## config.mk

```make
export PLATFORM = sky130hd
export DESIGN_NAME = temperature_regulator_with_display_top
export DESIGN_NICKNAME = d
export VERILOG_FILES = /design/src/rtl/tempreg_pkg.sv /design/src/rtl/temperature_regulator_with_display_top.sv /design/src/rtl/tempreg_filter.sv /design/src/rtl/tempreg_setpoint.sv /design/src/rtl/tempreg_scan.sv
export VERILOG_INCLUDE_DIRS = /design/src /design/src/rtl
export SDC_FILE = /design/constraint.sdc
export NUM_CORES = 1
export LEC_CHECK = 0
export ABC_AREA = 1
export BUFFER_PORTS_ARGS = -buffer_cell sky130_fd_sc_hd__buf_2
export CORE_MARGIN = 5
export CORE_UTILIZATION = 45
export CTS_BUF_LIST = sky130_fd_sc_hd__clkbuf_4
export DETAILED_ROUTE_END_ITERATION = 8
export PLACE_DENSITY = 0.71
export SLEW_MARGIN = 30
export SYNTH_ARGS = -nofsm -noshare
export SYNTH_HDL_FRONTEND = slang
export SYNTH_SLANG_ARGS = --single-unit
```

## constraint.sdc

```tcl
create_clock -name clk -period 7.4 [get_ports clk]
set_clock_uncertainty 0.05 [all_clocks]
set_input_delay 1.48 -clock clk [delete_from_list [all_inputs] [get_ports clk]]
set_output_delay 1.48 -clock clk [all_outputs]
set_load 0.02 [all_outputs]
```

## src/rtl/assert_macros.svh

```systemverilog
// ----------------------------------------------------------------------------
// Assertion macros
// Concurrent assertion wrappers used by the temperature regulator scan unit.
// ----------------------------------------------------------------------------
`ifndef ASSERT_MACROS_SVH
`define ASSERT_MACROS_SVH

`ifndef SYNTH
// Clocked property, switched off while reset is high.
`define ASSERT_CLK(label, clk, rst, prop, msg) \
  label: assert property (@(posedge clk) disable iff (rst) (prop)) else $error(msg);
// Clocked property that is also checked during reset.
`define ASSERT_ALWAYS(label, clk, prop, msg) \
  label: assert property (@(posedge clk) (prop)) else $error(msg);
`else
`define ASSERT_CLK(label, clk, rst, prop, msg)
`define ASSERT_ALWAYS(label, clk, prop, msg)
`endif

`endif

```

## src/rtl/tempreg_pkg.sv

```systemverilog
// ----------------------------------------------------------------------------
// Temperature regulator package
// Word types, register indexes, reset values and lookup tables.
// ----------------------------------------------------------------------------
package tempreg_pkg;

  localparam int WINDOW_LEN_DEF = 20;

  localparam logic REQ_SAMPLE = 1'b0;
  localparam logic REQ_TICK   = 1'b1;

  typedef enum logic [2:0] {
    CFG_ADJUST_INTERVAL = 3'd0,
    CFG_DUTY_LIMIT      = 3'd1,
    CFG_SETPOINT_LOW    = 3'd2,
    CFG_SETPOINT_HIGH   = 3'd3,
    CFG_PRESS_REPEAT    = 3'd4,
    CFG_FAN_MARGIN      = 3'd5
  } cfg_index_t;

  localparam logic [15:0] ADJUST_INTERVAL_RST = 16'd65000;
  localparam logic [9:0]  DUTY_LIMIT_RST      = 10'd800;
  localparam logic [6:0]  SETPOINT_LOW_RST    = 7'd30;
  localparam logic [6:0]  SETPOINT_HIGH_RST   = 7'd80;
  localparam logic [7:0]  PRESS_REPEAT_RST    = 8'd30;
  localparam logic [3:0]  FAN_MARGIN_RST      = 4'd2;
  localparam logic [6:0]  TARGET_RST          = 7'd40;
  localparam logic [15:0] COUNTDOWN_RST       = 16'd10;

  localparam logic [7:0] GLYPH_CELSIUS = 8'b0011_1001;
  localparam logic [7:0] PHASE_FIRST   = 8'b1000_0000;

  typedef struct packed {
    logic       req_type;
    logic [7:0] adc_sample;
    logic       down_button_n;
    logic       up_button_n;
  } tempreg_in_t;

  typedef struct packed {
    logic [7:0] segment_pattern;
    logic [7:0] digit_enable;
    logic [9:0] pwm_duty;
    logic       fan_on;
    logic [6:0] temperature_deg;
    logic [6:0] setpoint_deg;
  } tempreg_out_t;

  typedef struct packed {
    logic [15:0] adjust_interval;
    logic [9:0]  duty_limit;
    logic [6:0]  setpoint_low;
    logic [6:0]  setpoint_high;
    logic [7:0]  press_repeat;
    logic [3:0]  fan_margin;
  } tempreg_cfg_t;

  // Display and drive values handed from the scan unit to the result register.
  typedef struct packed {
    logic [7:0] segment_pattern;
    logic [7:0] digit_enable;
    logic [9:0] pwm_duty;
    logic       fan_on;
    logic [6:0] temperature_deg;
  } tempreg_disp_t;

  localparam logic [7:0] SEG_ROM [10] = '{
    8'h3F, 8'h06, 8'h5B, 8'h4F, 8'h66, 8'h6D, 8'h7D, 8'h07, 8'h7F, 8'h6F
  };

  // Filtered converter level to degrees Celsius.
  localparam logic [6:0] TEMP_ROM [256] = '{
    7'd0,   7'd0,   7'd0,   7'd0,   7'd0,   7'd0,   7'd0,   7'd0,
    7'd0,   7'd0,   7'd0,   7'd0,   7'd0,   7'd0,   7'd0,   7'd0,
    7'd0,   7'd0,   7'd0,   7'd0,   7'd0,   7'd0,   7'd0,   7'd0,
    7'd0,   7'd0,   7'd0,   7'd0,   7'd0,   7'd0,   7'd1,   7'd1,
    7'd2,   7'd2,   7'd3,   7'd3,   7'd4,   7'd4,   7'd5,   7'd5,
    7'd6,   7'd6,   7'd7,   7'd7,   7'd8,   7'd8,   7'd9,   7'd9,
    7'd10,  7'd10,  7'd11,  7'd11,  7'd12,  7'd12,  7'd13,  7'd13,
    7'd14,  7'd14,  7'd15,  7'd15,  7'd16,  7'd16,  7'd17,  7'd17,
    7'd18,  7'd18,  7'd19,  7'd19,  7'd20,  7'd20,  7'd21,  7'd21,
    7'd22,  7'd22,  7'd23,  7'd23,  7'd23,  7'd24,  7'd24,  7'd25,
    7'd25,  7'd26,  7'd26,  7'd27,  7'd27,  7'd28,  7'd28,  7'd29,
    7'd29,  7'd30,  7'd30,  7'd31,  7'd31,  7'd32,  7'd32,  7'd33,
    7'd33,  7'd34,  7'd34,  7'd35,  7'd35,  7'd36,  7'd36,  7'd37,
    7'd37,  7'd38,  7'd38,  7'd39,  7'd39,  7'd40,  7'd40,  7'd41,
    7'd41,  7'd42,  7'd42,  7'd43,  7'd43,  7'd44,  7'd44,  7'd45,
    7'd45,  7'd46,  7'd46,  7'd47,  7'd47,  7'd48,  7'd48,  7'd49,
    7'd49,  7'd50,  7'd50,  7'd51,  7'd51,  7'd52,  7'd52,  7'd53,
    7'd53,  7'd54,  7'd54,  7'd55,  7'd55,  7'd56,  7'd56,  7'd57,
    7'd57,  7'd58,  7'd58,  7'd59,  7'd59,  7'd60,  7'd60,  7'd61,
    7'd61,  7'd62,  7'd62,  7'd63,  7'd63,  7'd64,  7'd64,  7'd65,
    7'd65,  7'd66,  7'd66,  7'd67,  7'd67,  7'd68,  7'd68,  7'd69,
    7'd69,  7'd70,  7'd70,  7'd71,  7'd71,  7'd72,  7'd72,  7'd73,
    7'd73,  7'd74,  7'd74,  7'd75,  7'd75,  7'd76,  7'd76,  7'd77,
    7'd77,  7'd78,  7'd78,  7'd79,  7'd79,  7'd80,  7'd80,  7'd81,
    7'd81,  7'd82,  7'd82,  7'd83,  7'd83,  7'd84,  7'd84,  7'd85,
    7'd85,  7'd86,  7'd86,  7'd87,  7'd87,  7'd88,  7'd88,  7'd89,
    7'd89,  7'd90,  7'd90,  7'd91,  7'd91,  7'd92,  7'd92,  7'd93,
    7'd93,  7'd94,  7'd94,  7'd95,  7'd95,  7'd96,  7'd96,  7'd97,
    7'd97,  7'd98,  7'd98,  7'd99,  7'd99,  7'd100, 7'd100, 7'd101,
    7'd101, 7'd102, 7'd102, 7'd103, 7'd103, 7'd104, 7'd104, 7'd104,
    7'd105, 7'd105, 7'd106, 7'd106, 7'd107, 7'd107, 7'd108, 7'd108,
    7'd109, 7'd109, 7'd110, 7'd110, 7'd111, 7'd111, 7'd112, 7'd112
  };

  // Segment pattern of a decimal digit; codes above nine show nothing.
  function automatic logic [7:0] seg_of(input logic [3:0] digit);
    seg_of = (digit < 4'd10) ? SEG_ROM[digit] : 8'h00;
  endfunction

endpackage

```

## src/rtl/temperature_regulator_with_display_top.sv

```systemverilog
// ----------------------------------------------------------------------------
// Temperature regulator with display
// Filters converter samples, handles setpoint buttons and scans a four-digit
// seven-segment display; sets the fan each scan wrap, PWM duty each adjust interval.
// ----------------------------------------------------------------------------
//   Channel  Direction  Handshake                Word
//   in       input      in_valid / in_stall      tempreg_in_t
//   out      output     out_valid / out_stall    tempreg_out_t
//   cfg      input      cfg_valid / cfg_ready    cfg_index, cfg_data
//
// One word per clock is taken while the output is not stalled: a word sits in
// the input register, where the state update (window mean multiply, scan and
// control) is combinational; its result is loaded into the output register.
// Reset is synchronous and leaves every state and control register at its
// starting value at once; the word registers are qualified by the valid flags.
// A stalled output word is held; the input register still fills behind it,
// after which in_stall follows out_stall. cfg_ready is always high.
// ----------------------------------------------------------------------------
module temperature_regulator_with_display_top import tempreg_pkg::*; #(
  parameter int WINDOW_LEN = WINDOW_LEN_DEF
) (
  input  logic         clk,
  input  logic         rst,
  input  logic         in_valid,
  output logic         in_stall,
  input  tempreg_in_t  in_word,
  output logic         out_valid,
  input  logic         out_stall,
  output tempreg_out_t out_word,
  input  logic         cfg_valid,
  output logic         cfg_ready,
  input  logic [2:0]   cfg_index,
  input  logic [15:0]  cfg_data
);

  tempreg_cfg_t  cfg_regs;
  logic          s1_valid;
  tempreg_in_t   s1_word;
  logic          advance;
  logic          take;
  logic          sample_en;
  logic          tick_en;
  logic [7:0]    level;
  logic [6:0]    target;
  logic [6:0]    target_next;
  tempreg_disp_t disp_next;

  assign advance   = !out_valid || !out_stall;
  assign in_stall  = s1_valid && !advance;
  assign take      = s1_valid && advance;
  assign sample_en = take && (s1_word.req_type == REQ_SAMPLE);
  assign tick_en   = take && (s1_word.req_type == REQ_TICK);
  assign cfg_ready = 1'b1;

  tempreg_filter #(
    .WINDOW_LEN (WINDOW_LEN)
  ) u_filter (
    .clk        (clk),
    .rst        (rst),
    .sample_en  (sample_en),
    .adc_sample (s1_word.adc_sample),
    .level      (level)
  );

  tempreg_setpoint u_setpoint (
    .clk           (clk),
    .rst           (rst),
    .cfg           (cfg_regs),
    .sample_en     (sample_en),
    .down_button_n (s1_word.down_button_n),
    .up_button_n   (s1_word.up_button_n),
    .target        (target),
    .target_next   (target_next)
  );

  tempreg_scan u_scan (
    .clk       (clk),
    .rst       (rst),
    .cfg       (cfg_regs),
    .tick_en   (tick_en),
    .level     (level),
    .target    (target),
    .disp_next (disp_next)
  );

  always_ff @(posedge clk) begin
    if (rst) begin
      s1_valid                 <= 1'b0;
      out_valid                <= 1'b0;
      cfg_regs.adjust_interval <= ADJUST_INTERVAL_RST;
      cfg_regs.duty_limit      <= DUTY_LIMIT_RST;
      cfg_regs.setpoint_low    <= SETPOINT_LOW_RST;
      cfg_regs.setpoint_high   <= SETPOINT_HIGH_RST;
      cfg_regs.press_repeat    <= PRESS_REPEAT_RST;
      cfg_regs.fan_margin      <= FAN_MARGIN_RST;
    end else begin
      if (!in_stall) begin
        s1_valid <= in_valid;
      end
      if (advance) begin
        out_valid <= s1_valid;
      end
      if (cfg_valid && cfg_ready) begin
        case (cfg_index)
          CFG_ADJUST_INTERVAL: cfg_regs.adjust_interval <= cfg_data;
          CFG_DUTY_LIMIT:      cfg_regs.duty_limit      <= cfg_data[9:0];
          CFG_SETPOINT_LOW:    cfg_regs.setpoint_low    <= cfg_data[6:0];
          CFG_SETPOINT_HIGH:   cfg_regs.setpoint_high   <= cfg_data[6:0];
          CFG_PRESS_REPEAT:    cfg_regs.press_repeat    <= cfg_data[7:0];
          CFG_FAN_MARGIN:      cfg_regs.fan_margin      <= cfg_data[3:0];
          default: ;
        endcase
      end
    end
  end

  // Word registers carry no reset; the valid flags qualify them.
  always_ff @(posedge clk) begin
    if (in_valid && !in_stall) begin
      s1_word <= in_word;
    end
    if (take) begin
      out_word.segment_pattern <= disp_next.segment_pattern;
      out_word.digit_enable    <= disp_next.digit_enable;
      out_word.pwm_duty        <= disp_next.pwm_duty;
      out_word.fan_on          <= disp_next.fan_on;
      out_word.temperature_deg <= disp_next.temperature_deg;
      out_word.setpoint_deg    <= target_next;
    end
  end

endmodule

```

## src/rtl/tempreg_filter.sv

```systemverilog
// ----------------------------------------------------------------------------
// Moving average filter
// Sliding window of converter bytes with a running total; the rounded mean
// (ties down) is formed by a reciprocal multiplication.
// ----------------------------------------------------------------------------
module tempreg_filter import tempreg_pkg::*; #(
  parameter int WINDOW_LEN = WINDOW_LEN_DEF
) (
  input  logic       clk,
  input  logic       rst,
  input  logic       sample_en,
  input  logic [7:0] adc_sample,
  output logic [7:0] level
);

  localparam int TOTAL_W    = $clog2(255 * WINDOW_LEN + 1);
  // Adding this bias before the floor division rounds up only when twice the
  // remainder exceeds the window length.
  localparam int ROUND_BIAS = WINDOW_LEN - 1 - WINDOW_LEN / 2;
  localparam int NUM_W      = $clog2(255 * WINDOW_LEN + ROUND_BIAS + 1);
  localparam int SHIFT      = NUM_W + $clog2(WINDOW_LEN);
  localparam int RECIP      = ((1 << SHIFT) + WINDOW_LEN - 1) / WINDOW_LEN;
  localparam int PROD_W     = SHIFT + 8;

  logic [7:0]         window [WINDOW_LEN];
  logic [TOTAL_W-1:0] total;
  logic [TOTAL_W-1:0] total_next;
  logic [NUM_W-1:0]   numer;
  logic [PROD_W-1:0]  prod;
  logic [7:0]         level_next;

  assign total_next = total - TOTAL_W'(window[0]) + TOTAL_W'(adc_sample);
  assign numer      = NUM_W'(total_next) + NUM_W'(ROUND_BIAS);
  assign prod       = PROD_W'(numer) * PROD_W'(RECIP);
  assign level_next = prod[SHIFT +: 8];

  always_ff @(posedge clk) begin
    if (rst) begin
      for (int i = 0; i < WINDOW_LEN; i++) begin
        window[i] <= 8'h00;
      end
      total <= '0;
      level <= 8'h00;
    end else if (sample_en) begin
      for (int i = 0; i < WINDOW_LEN - 1; i++) begin
        window[i] <= window[i+1];
      end
      window[WINDOW_LEN-1] <= adc_sample;
      total                <= total_next;
      level                <= level_next;
    end
  end

endmodule

```

## src/rtl/tempreg_setpoint.sv

```systemverilog
// ----------------------------------------------------------------------------
// Setpoint buttons
// Hold counters for the down and up buttons and the target temperature.
// ----------------------------------------------------------------------------
module tempreg_setpoint import tempreg_pkg::*; (
  input  logic         clk,
  input  logic         rst,
  input  tempreg_cfg_t cfg,
  input  logic         sample_en,
  input  logic         down_button_n,
  input  logic         up_button_n,
  output logic [6:0]   target,
  output logic [6:0]   target_next
);

  logic [7:0] down_cnt;
  logic [7:0] up_cnt;
  logic [7:0] down_dec;
  logic [7:0] up_dec;
  logic       down_step;
  logic       up_step;
  logic [7:0] down_cnt_next;
  logic [7:0] up_cnt_next;
  logic [6:0] after_down;
  logic [6:0] after_up;

  assign down_dec  = down_cnt - 8'd1;
  assign up_dec    = up_cnt - 8'd1;
  assign down_step = !down_button_n && (down_dec == 8'd0);
  assign up_step   = !up_button_n && (up_dec == 8'd0);

  // A released button or a completed step reloads the counter.
  assign down_cnt_next = (down_button_n || down_step) ? cfg.press_repeat : down_dec;
  assign up_cnt_next   = (up_button_n || up_step) ? cfg.press_repeat : up_dec;

  // The down button is served first; the up button sees its result.
  assign after_down = (down_step && (target > cfg.setpoint_low)) ? target - 7'd1 : target;
  assign after_up   = (up_step && (after_down < cfg.setpoint_high)) ?
                      after_down + 7'd1 : after_down;

  assign target_next = sample_en ? after_up : target;

  always_ff @(posedge clk) begin
    if (rst) begin
      down_cnt <= PRESS_REPEAT_RST;
      up_cnt   <= PRESS_REPEAT_RST;
      target   <= TARGET_RST;
    end else if (sample_en) begin
      down_cnt <= down_cnt_next;
      up_cnt   <= up_cnt_next;
      target   <= after_up;
    end
  end

endmodule

```

## src/rtl/tempreg_scan.sv

```systemverilog
// ----------------------------------------------------------------------------
// Display scan and control
// Four-place digit scan; on every wrap the temperature is looked up and the fan
// is updated; once the adjust countdown runs out, the PWM duty is nudged towards the setpoint.
// ----------------------------------------------------------------------------
`include "assert_macros.svh"

module tempreg_scan import tempreg_pkg::*; (
  input  logic          clk,
  input  logic          rst,
  input  tempreg_cfg_t  cfg,
  input  logic          tick_en,
  input  logic [7:0]    level,
  input  logic [6:0]    target,
  output tempreg_disp_t disp_next
);

  typedef enum logic [1:0] {
    PH_HUND,
    PH_TENS,
    PH_UNITS,
    PH_GLYPH
  } phase_t;

  phase_t      phase;
  logic [15:0] countdown;
  logic [9:0]  duty_pending;
  logic [9:0]  duty_applied;
  logic [6:0]  mapped;
  logic        hundreds;
  logic [3:0]  tens;
  logic        fan;

  phase_t      phase_next;
  logic [15:0] countdown_next;
  logic [9:0]  duty_pending_next;
  logic [9:0]  duty_applied_next;
  logic [6:0]  mapped_next;
  logic        hundreds_next;
  logic [3:0]  tens_next;
  logic        fan_next;

  logic [6:0]  mapped_new;
  logic [15:0] count_dec;
  logic [6:0]  below_hund;
  logic [14:0] tens_prod;
  logic [3:0]  tens_calc;
  logic [8:0]  units_diff;
  logic [3:0]  units_digit;
  logic [7:0]  pattern_next;

  logic        wrap_tick;
  logic [17:0] ctrl_state;

  assign mapped_new = TEMP_ROM[level];
  assign count_dec  = countdown - 16'd1;

  // Tens digit: multiply by 205 and drop 11 bits, exact below 1029.
  assign below_hund = mapped - (hundreds ? 7'd100 : 7'd0);
  assign tens_prod  = 15'(below_hund) * 15'd205;
  assign tens_calc  = tens_prod[14:11];

  assign units_diff  = 9'(mapped) - (hundreds ? 9'd100 : 9'd0) - 9'(tens) * 9'd10;
  assign units_digit = (!units_diff[8] && (units_diff <= 9'd9)) ? units_diff[3:0] : 4'd10;

  always_comb begin
    phase_next        = phase;
    countdown_next    = countdown;
    duty_pending_next = duty_pending;
    duty_applied_next = duty_applied;
    mapped_next       = mapped;
    hundreds_next     = hundreds;
    tens_next         = tens;
    fan_next          = fan;
    if (tick_en) begin
      unique case (phase)
        PH_HUND: begin
          phase_next = PH_TENS;
          tens_next  = tens_calc;
        end
        PH_TENS:  phase_next = PH_UNITS;
        PH_UNITS: phase_next = PH_GLYPH;
        PH_GLYPH: begin
          phase_next    = PH_HUND;
          mapped_next   = mapped_new;
          hundreds_next = (mapped_new >= 7'd100);
          fan_next      = ({1'b0, mapped_new} >= ({1'b0, target} + 8'(cfg.fan_margin)));
          if (count_dec == 16'd0) begin
            countdown_next = cfg.adjust_interval;
            // The applied duty lags the pending one by a single step.
            if ((mapped_new < target) && (duty_pending < cfg.duty_limit)) begin
              duty_applied_next = duty_pending;
              duty_pending_next = duty_pending + 10'd1;
            end else if ((mapped_new > target) && (duty_pending != 10'd0)) begin
              duty_applied_next = duty_pending;
              duty_pending_next = duty_pending - 10'd1;
            end
          end else begin
            countdown_next = count_dec;
          end
        end
      endcase
    end
  end

  always_comb begin
    unique case (phase_next)
      PH_HUND:  pattern_next = hundreds_next ? seg_of(4'd1) : 8'h00;
      PH_TENS:  pattern_next = seg_of(tens_next);
      PH_UNITS: pattern_next = seg_of(units_digit);
      PH_GLYPH: pattern_next = GLYPH_CELSIUS;
    endcase
  end

  assign disp_next.segment_pattern = pattern_next;
  assign disp_next.digit_enable    = PHASE_FIRST >> phase_next;
  assign disp_next.pwm_duty        = duty_applied_next;
  assign disp_next.fan_on          = fan_next;
  assign disp_next.temperature_deg = mapped_next;

  always_ff @(posedge clk) begin
    if (rst) begin
      phase        <= PH_HUND;
      countdown    <= COUNTDOWN_RST;
      duty_pending <= 10'd0;
      duty_applied <= 10'd0;
      mapped       <= 7'd0;
      hundreds     <= 1'b0;
      tens         <= 4'd0;
      fan          <= 1'b0;
    end else begin
      phase        <= phase_next;
      countdown    <= countdown_next;
      duty_pending <= duty_pending_next;
      duty_applied <= duty_applied_next;
      mapped       <= mapped_next;
      hundreds     <= hundreds_next;
      tens         <= tens_next;
      fan          <= fan_next;
    end
  end

  assign wrap_tick  = tick_en && (phase == PH_GLYPH);
  assign ctrl_state = {fan, mapped, duty_applied};

  `ASSERT_CLK(a_tens_digit, clk, rst, tens <= 4'd9, "tens digit above nine")
  `ASSERT_CLK(a_hund_match, clk, rst, hundreds == (mapped >= 7'd100), "hundreds flag out of step")
  `ASSERT_CLK(a_wrap_only, clk, rst, !wrap_tick |=> $stable(ctrl_state), "control moved off a wrap")

endmodule
```

### Yosys cells after proc, flatten, opt, wreduce, memory -nomap -nowiden

Memory sizes are Yosys's and may differ from the RTL's.
Index checks and enable logic that the tools add are counted.

| word-level totals | value |
|---|---|
| register bits | 201 |
| memory bits (writable) | 160 |
| ROM bits | 2,048 |
| input bits | 35 |
| output and inout bits | 44 |
| word-level logic and storage cells | 200 |
| memories | 4 |

Memories:

| memory | depth | bits a word | rd ports | clocked after memory_dff | wr ports | line | RTL |
|---|---|---|---|---|---|---|---|
| (no name shown) | 256 | 7 | 1 | 0 | 0 | tempreg_scan.sv:55 | `assign mapped_new = TEMP_ROM[level];` |
| u_filter.window | 20 | 8 | 20 | 0 | 20 | tempreg_filter.sv:25 | `logic [7:0] window [WINDOW_LEN];` |
| (no name shown) | 16 | 8 | 1 | 0 | 0 | tempreg_pkg.sv:109 | `seg_of = (digit < 4'd10) ? SEG_ROM[digit] : 8'h00;` |
| (no name shown) | 16 | 8 | 1 | 0 | 0 | tempreg_pkg.sv:109 |  |

| operators by class | value |
|---|---|
| add/sub/neg operators | 14 |
| $mul | 3 |
| $lt $le $gt $ge | 13 |
| eq/ne operators | 11 |
| shifts and indexed selects | 1 |
| mux-type cells | 61 |
| bitwise gates (word level) | 24 |
| reduce and logical (&&, ||, !) cells | 38 |

Operators with widths:

| kind | count |
|---|---|
| $mux 8 | 28 |
| $mux 10 | 7 |
| $mux 7 | 9 |
| $pmux 8 s4 | 1 |
| $mul 13x12->24 const B | 1 |
| $or 1x1->1 | 20 |
| $logic_not 16->1 | 1 |
| $logic_not 8->1 | 2 |
| $mux 16 | 1 |
| $sub 16x1->16 const B | 1 |
| $sub 8x1->8 const B | 2 |
| $mul 7x8->15 const B | 1 |
| $gt 7x7->1 | 2 |
| $lt 7x7->1 | 2 |
| $reduce_and 2->1 | 7 |
| $add 13x4->13 const B | 1 |
| $add 13x8->13 | 1 |
| $sub 13x8->13 | 1 |
| $logic_and 1x1->1 | 12 |
| $mux 4 | 3 |
| $add 10x1->10 const B | 1 |
| $ge 5x5->1 const B | 2 |
| $lt 10x10->1 | 1 |
| $not 4->5 | 2 |
| 32 further kinds | 56 |

### Logic depth before layout (Yosys ltp)

Gate-level depths: netlist of the first run.

| logic depth | value |
|---|---|
| depth in word-level cells | 12 |
| gate-level depth with buffers | 39 |
| mapped depth without buffers | 39 |

### Cells and area by module

From an unflattened synthesis of the first run, not the netlist that was laid out.

| second synthesis, totals | value |
|---|---|
| cells, all modules | 2,945 |
| area, all modules | 23,560.1 µm² |

Modules (own cells, without submodules):

| module | instances | cells an instance | area each (µm²) | seq. area each (µm²) |
|---|---|---|---|---|
| tempreg_filter | 1 | 1,199 | 11,128.2 | 5,225.0 |
| tempreg_scan | 1 | 1,042 | 6,531.3 | 1,021.0 |
| temperature_regulator_with_display_top | 1 | 353 | 3,698.5 | 2,642.5 |
| tempreg_setpoint | 1 | 351 | 2,202.1 | 460.4 |

### Worst setup path before layout of the first run

Ideal clock, no wire load.

| path | value |
|---|---|
| kind | input -> register |
| start point | in out_stall |
| end point | mem u_filter.window[0][0] (enable) |
| setup time | 587 ps |
| data arrival time | 6,899 ps |
| required time | 6,763 ps |
| path slack | -137 ps |
| stages on the path | 6 |
| buffers on the path | 1 |
| cells stage by stage | nand2_1 -> nand2_1 -> nor2_1 -> clkinv_1 -> nand2_1 -> clkbuf_1 |

RTL lines:

| what | line | RTL |
|---|---|---|
| start, declared | temperature_regulator_with_display_top.sv:28 | `input logic out_stall,` |
| end, declared | tempreg_filter.sv:25 |  |

### Worst setup path in the final report of the first run

| path | value |
|---|---|
| start point | reg s1_word[3] (netlist name) |
| end point | reg u_filter.level[6] |

| between the ends | value |
|---|---|
| cells in the longest elaborated chain, start to end | 3 |

RTL lines:

| what | line | RTL |
|---|---|---|
| start, declared | temperature_regulator_with_display_top.sv:38 | `tempreg_in_t s1_word;` |
| start signal, assigned | temperature_regulator_with_display_top.sv:120 | `s1_word <= in_word;` |
| $add 13x8->13 | tempreg_filter.sv:32 | `assign total_next = total - TOTAL_W'(window[0]) + TOTAL_W'(adc_sample);` |
| $add 13x4->13 | tempreg_filter.sv:33 | `assign numer = NUM_W'(total_next) + NUM_W'(ROUND_BIAS);` |
| $mul 13x12->24 | tempreg_filter.sv:34 | `assign prod = PROD_W'(numer) * PROD_W'(RECIP);` |
| end signal, assigned | tempreg_filter.sv:50 | `level <= level_next;` |
| end, declared | tempreg_filter.sv:13 | `output logic [7:0] level` |

Every way passes these cells.
A chain may end at the register's enable or synchronous reset.

==> results of run 1 <==
[layer usage]
layer / vias to the layer above / wire [microns]
li1: 8594 / -
met1: 7996 / 22040
met3: 79 / 2555
met4: 0 / 1197
met5: - / 0
met2: 424 / 23050
[flip-flops by register name, indices dropped and copies added, names as in the netlist]
name and count:
out_word 36, u_filter.total 13, u_filter.window 160, u_scan.hundreds 1
u_scan.tens 4, u_filter.level 8, s1_valid 1, u_scan.phase 2
s1_word 11, cfg_regs 52, u_scan.mapped 7, u_scan.duty_pending 10
u_scan.countdown 16, out_valid 1, u_scan.fan 1, u_setpoint.down_cnt 8
u_scan.duty_applied 10, u_setpoint.up_cnt 8, u_setpoint.target 7
[layout make-up]
| class | count | area (sq um) | area share, % |
|---|---|---|---|
| Sequential cell | 356 | 9199 | 37.40 |
| Clock inverter | 27 | 186.4 | 0.7580 |
| Timing Repair Buffer | 86 | 465.4 | 1.892 |
| Tap cell | 664 | 830.8 | 3.378 |
| Clock buffer | 147 | 1104 | 4.487 |
| Inverter | 559 | 2103 | 8.551 |
| Antenna cell | 2 | 5.005 | 0.02035 |
| Multi-Input combinational cell | 1622 | 10700 | 43.51 |
[metrics by stage]
stage / hold WS [ps] / std cells
final: 410.6 / 3463
after global routing: 434.0 / 3463
after CTS: 413.3 / 3459
after detailed placement: 395.8 / 3285
after global placement: 396.4 / 3285
after floorplan: 379.2 / 2591
[worst paths after layout]
path	slack [ps]	endpoint	startpoint
min	410	cfg_regs[50]	cfg_regs[50]
min reg2reg	410	cfg_regs[50]	cfg_regs[50]
max	420	u_filter.level[6]	s1_word[3]
max reg2reg	420	u_filter.level[6]	s1_word[3]
[kinds of logic after synthesis]
| group | Yosys count |
|---|---|
| and+or+nand+nor | 921 |
| buffers and inverters | 613 |
| muxes | 2 |
| xor gates and xnor gates | 74 |
| other | 2 |
| adders and majority gates | 289 |
| AOI/OAI and AO/OA | 330 |
| DFF | 356 |
[critical path, delay by kind of cell, from the launching register on]
kind / cells / cell delay [ps]
adder cells (fa/ha/maj): 8 / 3660
buffers and inverters: 8 / 570
AO/OA/AOI/OAI: 4 / 480
AND/OR/NAND/NOR: 13 / 1320
XOR/XNOR: 2 / 370
flip-flops: 1 / 320
[cell usage after synthesis, types with 10 or more instances]
cell type  count  area, sq um
edfxtp_1     207         6216
nor3_1        10        50.05
o21ai_0      106        530.5
nor2_1       343         1287
a21oi_1      139        695.7
fa_1          64         1281
xnor2_1       25        219.0
ha_1         225         2815
nand2_1      383         1438
o22ai_1       23        143.9
dfxtp_1      149         2983
nand4_1       38        237.7
clkbuf_1      31        116.4
buf_2         16        80.08
o211ai_1      19        142.6
xor2_1        49        429.2
inv_1        553         2076
nand3_1      102        510.5
[cell usage in the layout (no fill, tap or decap), types with 5 or more instances in the layout]
| cell | count |
|---|---|
| xnor2_1 | 24 |
| nor3_1 | 10 |
| nor2_1 | 339 |
| o21ai_0 | 103 |
| a21o_1 | 8 |
| edfxtp_1 | 207 |
| o211ai_1 | 19 |
| buf_4 | 14 |
| nand2_2 | 5 |
| xor2_2 | 5 |
| nor2_2 | 7 |
| clkbuf_4 | 147 |
| clkinv_1 | 24 |
| o21ai_1 | 6 |
| nand3_1 | 102 |
| ha_1 | 223 |
| o22ai_1 | 23 |
| a22oi_1 | 5 |
| fa_1 | 62 |
| nand3b_1 | 5 |
| a21oi_1 | 137 |
| dfxtp_1 | 149 |
| o21bai_1 | 6 |
| nand4_1 | 38 |
| inv_1 | 550 |
| conb_1 | 6 |
| xor2_1 | 43 |
| buf_2 | 72 |
| nand2_1 | 379 |
| or2_2 | 8 |
[what timing repair did]
action                                 in CTS  in global routing
pin swaps                                   0                  8
buffers inserted                            0                  2
resized for setup                           1                 30
endpoints found under the hold margin       0                  0
setup endpoints to repair                   1                  7
==> qor.yml, run 1 <==
yosys:
  avgSynthCellArea_sq_um: 8.530
  synth_adder_area_share_pct: 18.56
  synth_xor_xnor_area_share_pct: 2.937
  synth_edf_count: 207
  ys.flop_type: "edfxtp_1"
  yosys.cell_types.count: 59
  synth_top_family_by_area: "adder cells"
  yosys_warnings: 0
  synth_cells: 2587
  synth_compound_area_share_pct: 8.312
  synth-simple-area-share_pct: 17.76
  async_flop_share_pct: 0
  synth_mux_area_share_pct: 0.09072
  syn_area_sq_um: 22070
  ys_seq_area_share_pct: 41.69
  ys_ff_latch: 356
floorplan:
  fp.dieW_microns: 231.4
  core_area_sq_um: 48750
  start_util_pct: 45.27
  die_area_sq_um: 53570
  placementRows: 81
  io_pins: 79
  die_h_microns: 231.4
sta:
  hold_violations: 0
  tns_ps: 0
  setup-violations-final: 0
  maxSlewHeadroom_pct: 37.90
  fmax_mhz: 143.3
  fin_ws_ps: 421.9
  period_minus_slack_ps: 6978
  worst_pin_slew_ps: 931.6
  slew_viol_final: 0
  min_period_over_period_pct: 94.30
drt:
  viasPerCell: 4.936
  ant_nets: 0
  drc_errors: 0
  drtIter0Drc: 1030
  finalWirelength_microns: 48840
  drt-pass1-iter-count: 5
  post_drt_wl_per_cell_microns: 14.10
  vias: 17090
outcome:
  status: "finished clean"
place:
  place_ws_ps: 28.89
  portBuffers: 72
  hpwl_microns: 35460
  placed_area_sq_um: 23130
  gp_congestion: 0.8703
layout:
  fin_util_pct: 50.46
  drive_above_1_share_pct: 10.62
  fill_cells: 4582
  nets: 3045
  final_area_sq_um: 24600
  layout-area-overhead-vs-synth_pct: 11.46
global_routing:
  grt_pass1_wl_microns: 81450
  grtUsageTotal_pct: 18.23
  grt.busiest_layer: "met2"
  grt_pass1_vias: 17180
  grt_overflow_total: 0
  grt_max_degree: 101
  grt_antenna_before_repair: 3
  grtUsageMet1_pct: 23.75
  use_met3_pct: 3.602
  grt_util_met2_pct: 30.50
clocking:
  cts.sinks: 356
  cts_tree: "built"
  cts_root_buf: "clkbuf_4"
  clock_latency_ps: 850
  cts_buffer_depth: 3
  htree_levels: 3
  clk_pin_slew_worst_paths_ps: 70
  postCtsHoldBufs: 0
  cts_made_buffers: 96
critical_path:
  path_max_fanout: 5
  crit_required_ps: 8020
  max_stage_delay_ps: 600
  r2r_cells: 35
  cp-end-kind: "flop"
  arrival_ps: 7600
  path_class: "reg2reg"
  worst_path_most_repeated_cell: "inv_1"
  startpoint_type: "flop"
  cp_slowest_cell: "fa_2"
job:
  drv_cap: 0
hold_path:
  whs_path_depth: 2
  hp-class: "reg2reg"
Power of run 1 is left out: the tool's default activity adds up to more than one toggle a clock period on the data nets, which glitch-free logic cannot reach.
==> run 2: changes to the inputs <==
ABC_AREA = unset   (was 1)
==> qor.yml, run 2 <==
sta:
  period_minus_slack_ps: 7123  # +144.9 ps
  hold_violations: 0  # unchanged
  holdWs_ps: 405.1  # -5.535 ps
  tns_ps: 0  # unchanged
  setup-violations-final: 0  # unchanged
  worst_pin_slew_ps: 922.9  # -8.657 ps
  fmax_mhz: 140.4  # -2.0%
  slew_viol_final: 0  # unchanged
  min_period_over_period_pct: 96.26  # +2.0 points
  maxSlewHeadroom_pct: 38.34  # +0.45 points
yosys:
  ys_seq_area_share_pct: 42.07  # +0.39 points
  synth-simple-area-share_pct: 17.14  # -0.62 points
  synth_top_family_by_area: "adder cells"
  synth_edf_count: 207  # unchanged
  synth_mux_area_share_pct: 1.356  # +1.3 points
  synth_adder_area_share_pct: 18.74  # +0.17 points
  synth_compound_area_share_pct: 11.75  # +3.4 points
  synth_cells: 2207  # -15%
  synth_xor_xnor_area_share_pct: 2.964  # +0.027 points
  syn_area_sq_um: 21860  # -0.92%
  yosys.cell_types.count: 83  # +41%
  async_flop_share_pct: 0  # unchanged
  yosys_warnings: 0  # unchanged
  synth_common_cells: "inv_1, ha_1, edfxtp_1, nand2_1, and2_1"
  synth_top_area_share_pct: 28.43  # +0.26 points
  synth_top_area_cell: "edfxtp_1"
  netlist_top_cells_area: "edfxtp_1, dfxtp_1, ha_1"
  yosysMostFrequentCell: "inv_1"
  avgSynthCellArea_sq_um: 9.907  # +16%
  ys_ff_latch: 356  # unchanged
  ys.flop_type: "edfxtp_1"
floorplan:
  placementRows: 80  # -1.2%
  io_pins: 79  # unchanged
  die_h_microns: 230.4  # -0.44%
  core_area_sq_um: 47950  # -1.6%
  die_area_sq_um: 53100  # -0.88%
  fp.dieW_microns: 230.4  # -0.44%
  start_util_pct: 45.60  # +0.33 points
layout:
  regMostFlops: "u_filter.window"
  seq_area_sq_um: 9200  # about the same
  drive_above_1_share_pct: 12.91  # +2.3 points
  final-instance-count-excl-fill: 3010  # -13%
  final_area_sq_um: 24240  # -1.4%
  multi_input_area_sq_um: 11550  # +7.9%
  fill_cells: 4243  # -7.4%
  final_cell_mix: "inv_1, ha_1, edfxtp_1, nand2_1, and2_1"
  nets: 2649  # -13%
  top_regs: "u_filter.window (160), cfg_regs (52), out_word (36)"
  layout-area-overhead-vs-synth_pct: 10.87
  largest_reg_flops: 160  # unchanged
  mostFrequentLayoutCell: "inv_1"
global_routing:
  grtUsageTotal_pct: 17.50  # -0.73 points
  grt_pass1_wl_microns: 78440  # -3.7%
  grt_overflow_total: 0  # unchanged
  grt_max_degree: 88  # -13%
  grt_antenna_before_repair: 2  # -1
  grt_pass1_vias: 16250  # -5.4%
critical_path:
  startpoint_type: "flop"
  cp-end-kind: "flop"
  max_stage_delay_ps: 560  # -40 ps
  path_max_fanout: 3  # -2
  path_class: "reg2reg"
  arrival_ps: 7740  # +140 ps
  crit_required_ps: 8020  # about the same
  worst_path_most_repeated_cell: "fa_1"
  cp_slowest_cell: "fa_1"
place:
  placed_area_sq_um: 22970  # -0.68%
  portBuffers: 72  # unchanged
  dpl.cell_count: 2846  # -13%
  hpwl_microns: 33080  # -6.7%
  gp_congestion: 0.8855  # +1.7%
clocking:
  cts_root_buf: "clkbuf_4"
  cts_tree: "built"
  postCtsHoldBufs: 0  # unchanged
  clock_latency_ps: 780  # -70 ps
  cts.sinks: 356  # unchanged
  cts_made_buffers: 87  # -9.4%
  cts_buffer_depth: 3  # unchanged
  clk_pin_slew_worst_paths_ps: 70  # about the same
  htree_levels: 3  # unchanged
job:
  drv_cap: 0  # unchanged
outcome:
  status: "finished clean"
drt:
  drc_errors: 0  # unchanged
  post_drt_wl_per_cell_microns: 15.59  # +11%
  drt-pass1-iter-count: 7  # +2
  ant_nets: 0  # unchanged
  drtIter0Drc: 817  # -21%
  finalWirelength_microns: 46910  # -3.9%
  vias: 16040  # -6.1%
  viasPerCell: 5.330  # +8.0%
hold_path:
  hp-class: "reg2reg"
==> run 2: cell types whose count changed after synthesis, sizes merged, moves of 29 or more <==
| cell | delta |
|---|---|
| and2 | +151 |
| clkbuf | +37 |
| inv | -310 |
| nand2 | -200 |
| nand3 | -56 |
| nand4 | -29 |
| nor2 | -223 |
| nor2b | +32 |
| o21ai | -29 |
==> run 2: critical path: cells and delay by family (launching register included) <==
kind	cells	cell delay [ps]
AO/OA/AOI/OAI	9	1730
XOR/XNOR	2	170
adder cells (fa/ha/maj)	8	3320
buffers and inverters	6	480
flip-flops	1	390
AND/OR/NAND/NOR	4	910
==> run 2: repair_timing <==
action	in CTS	in global routing
pin swaps	2	16
setup endpoints to repair	3	8
buffers inserted	0	4
resized for setup	7	25
==> run 2: per-layer routing <==
layer / global-route usage [%] / wire length (microns) / up-vias
li1: - / - / 7930
met1: 22.81 / 21250 / 7651
met2: 29.52 / 22540 / 378
met3: 2.679 / 1942 / 81
met4: 6.744 / 1166 / 2
met5: 0 / 13 / -
==> run 2: cells by family after synthesis <==
family / Yosys count
XOR/XNOR: 74
adder cells (fa/ha/maj): 289
multiplexers: 29
buffers and inverters: 333
AO/OA/AOI/OAI: 403
other: 2
flip-flops: 356
AND/OR/NAND/NOR: 721
==> run 2: path summary, 6_finish.rpt <==
kind / from / to / slack (ps) / cells past startpoint
worst max-delay path: u_filter.window[0][1] / u_filter.level[7] / 280 / 29
worst min-delay path: u_filter.total[6] / u_filter.total[6] / 410 / 2
worst max register to register: u_filter.window[0][1] / u_filter.level[7] / 280 / 29
worst min register to register: u_filter.total[6] / u_filter.total[6] / 410 / 2
==> run 2: through the flow <==
stage | setup WS (ps) | util, %
global placement | 52.59 | 47.89
CTS | 13.37 | 50.24
detailed placement | -147.4 | 47.92
floorplan | 41.89 | -
global route | -14.90 | 50.55
finish | 277.1 | 50.56
==> run 2: cell type report <==
type / count / area share [%]
clock inverters: 31 / 0.5626
multi-input cells: 1522 / 47.64
diodes: 2 / 0.02065
inverters: 246 / 3.825
clock buffers: 126 / 3.902
repair buffers: 112 / 2.921
flip-flops and latches: 356 / 37.95
well taps: 615 / 3.174
Power of run 2 is left out for the same reason.
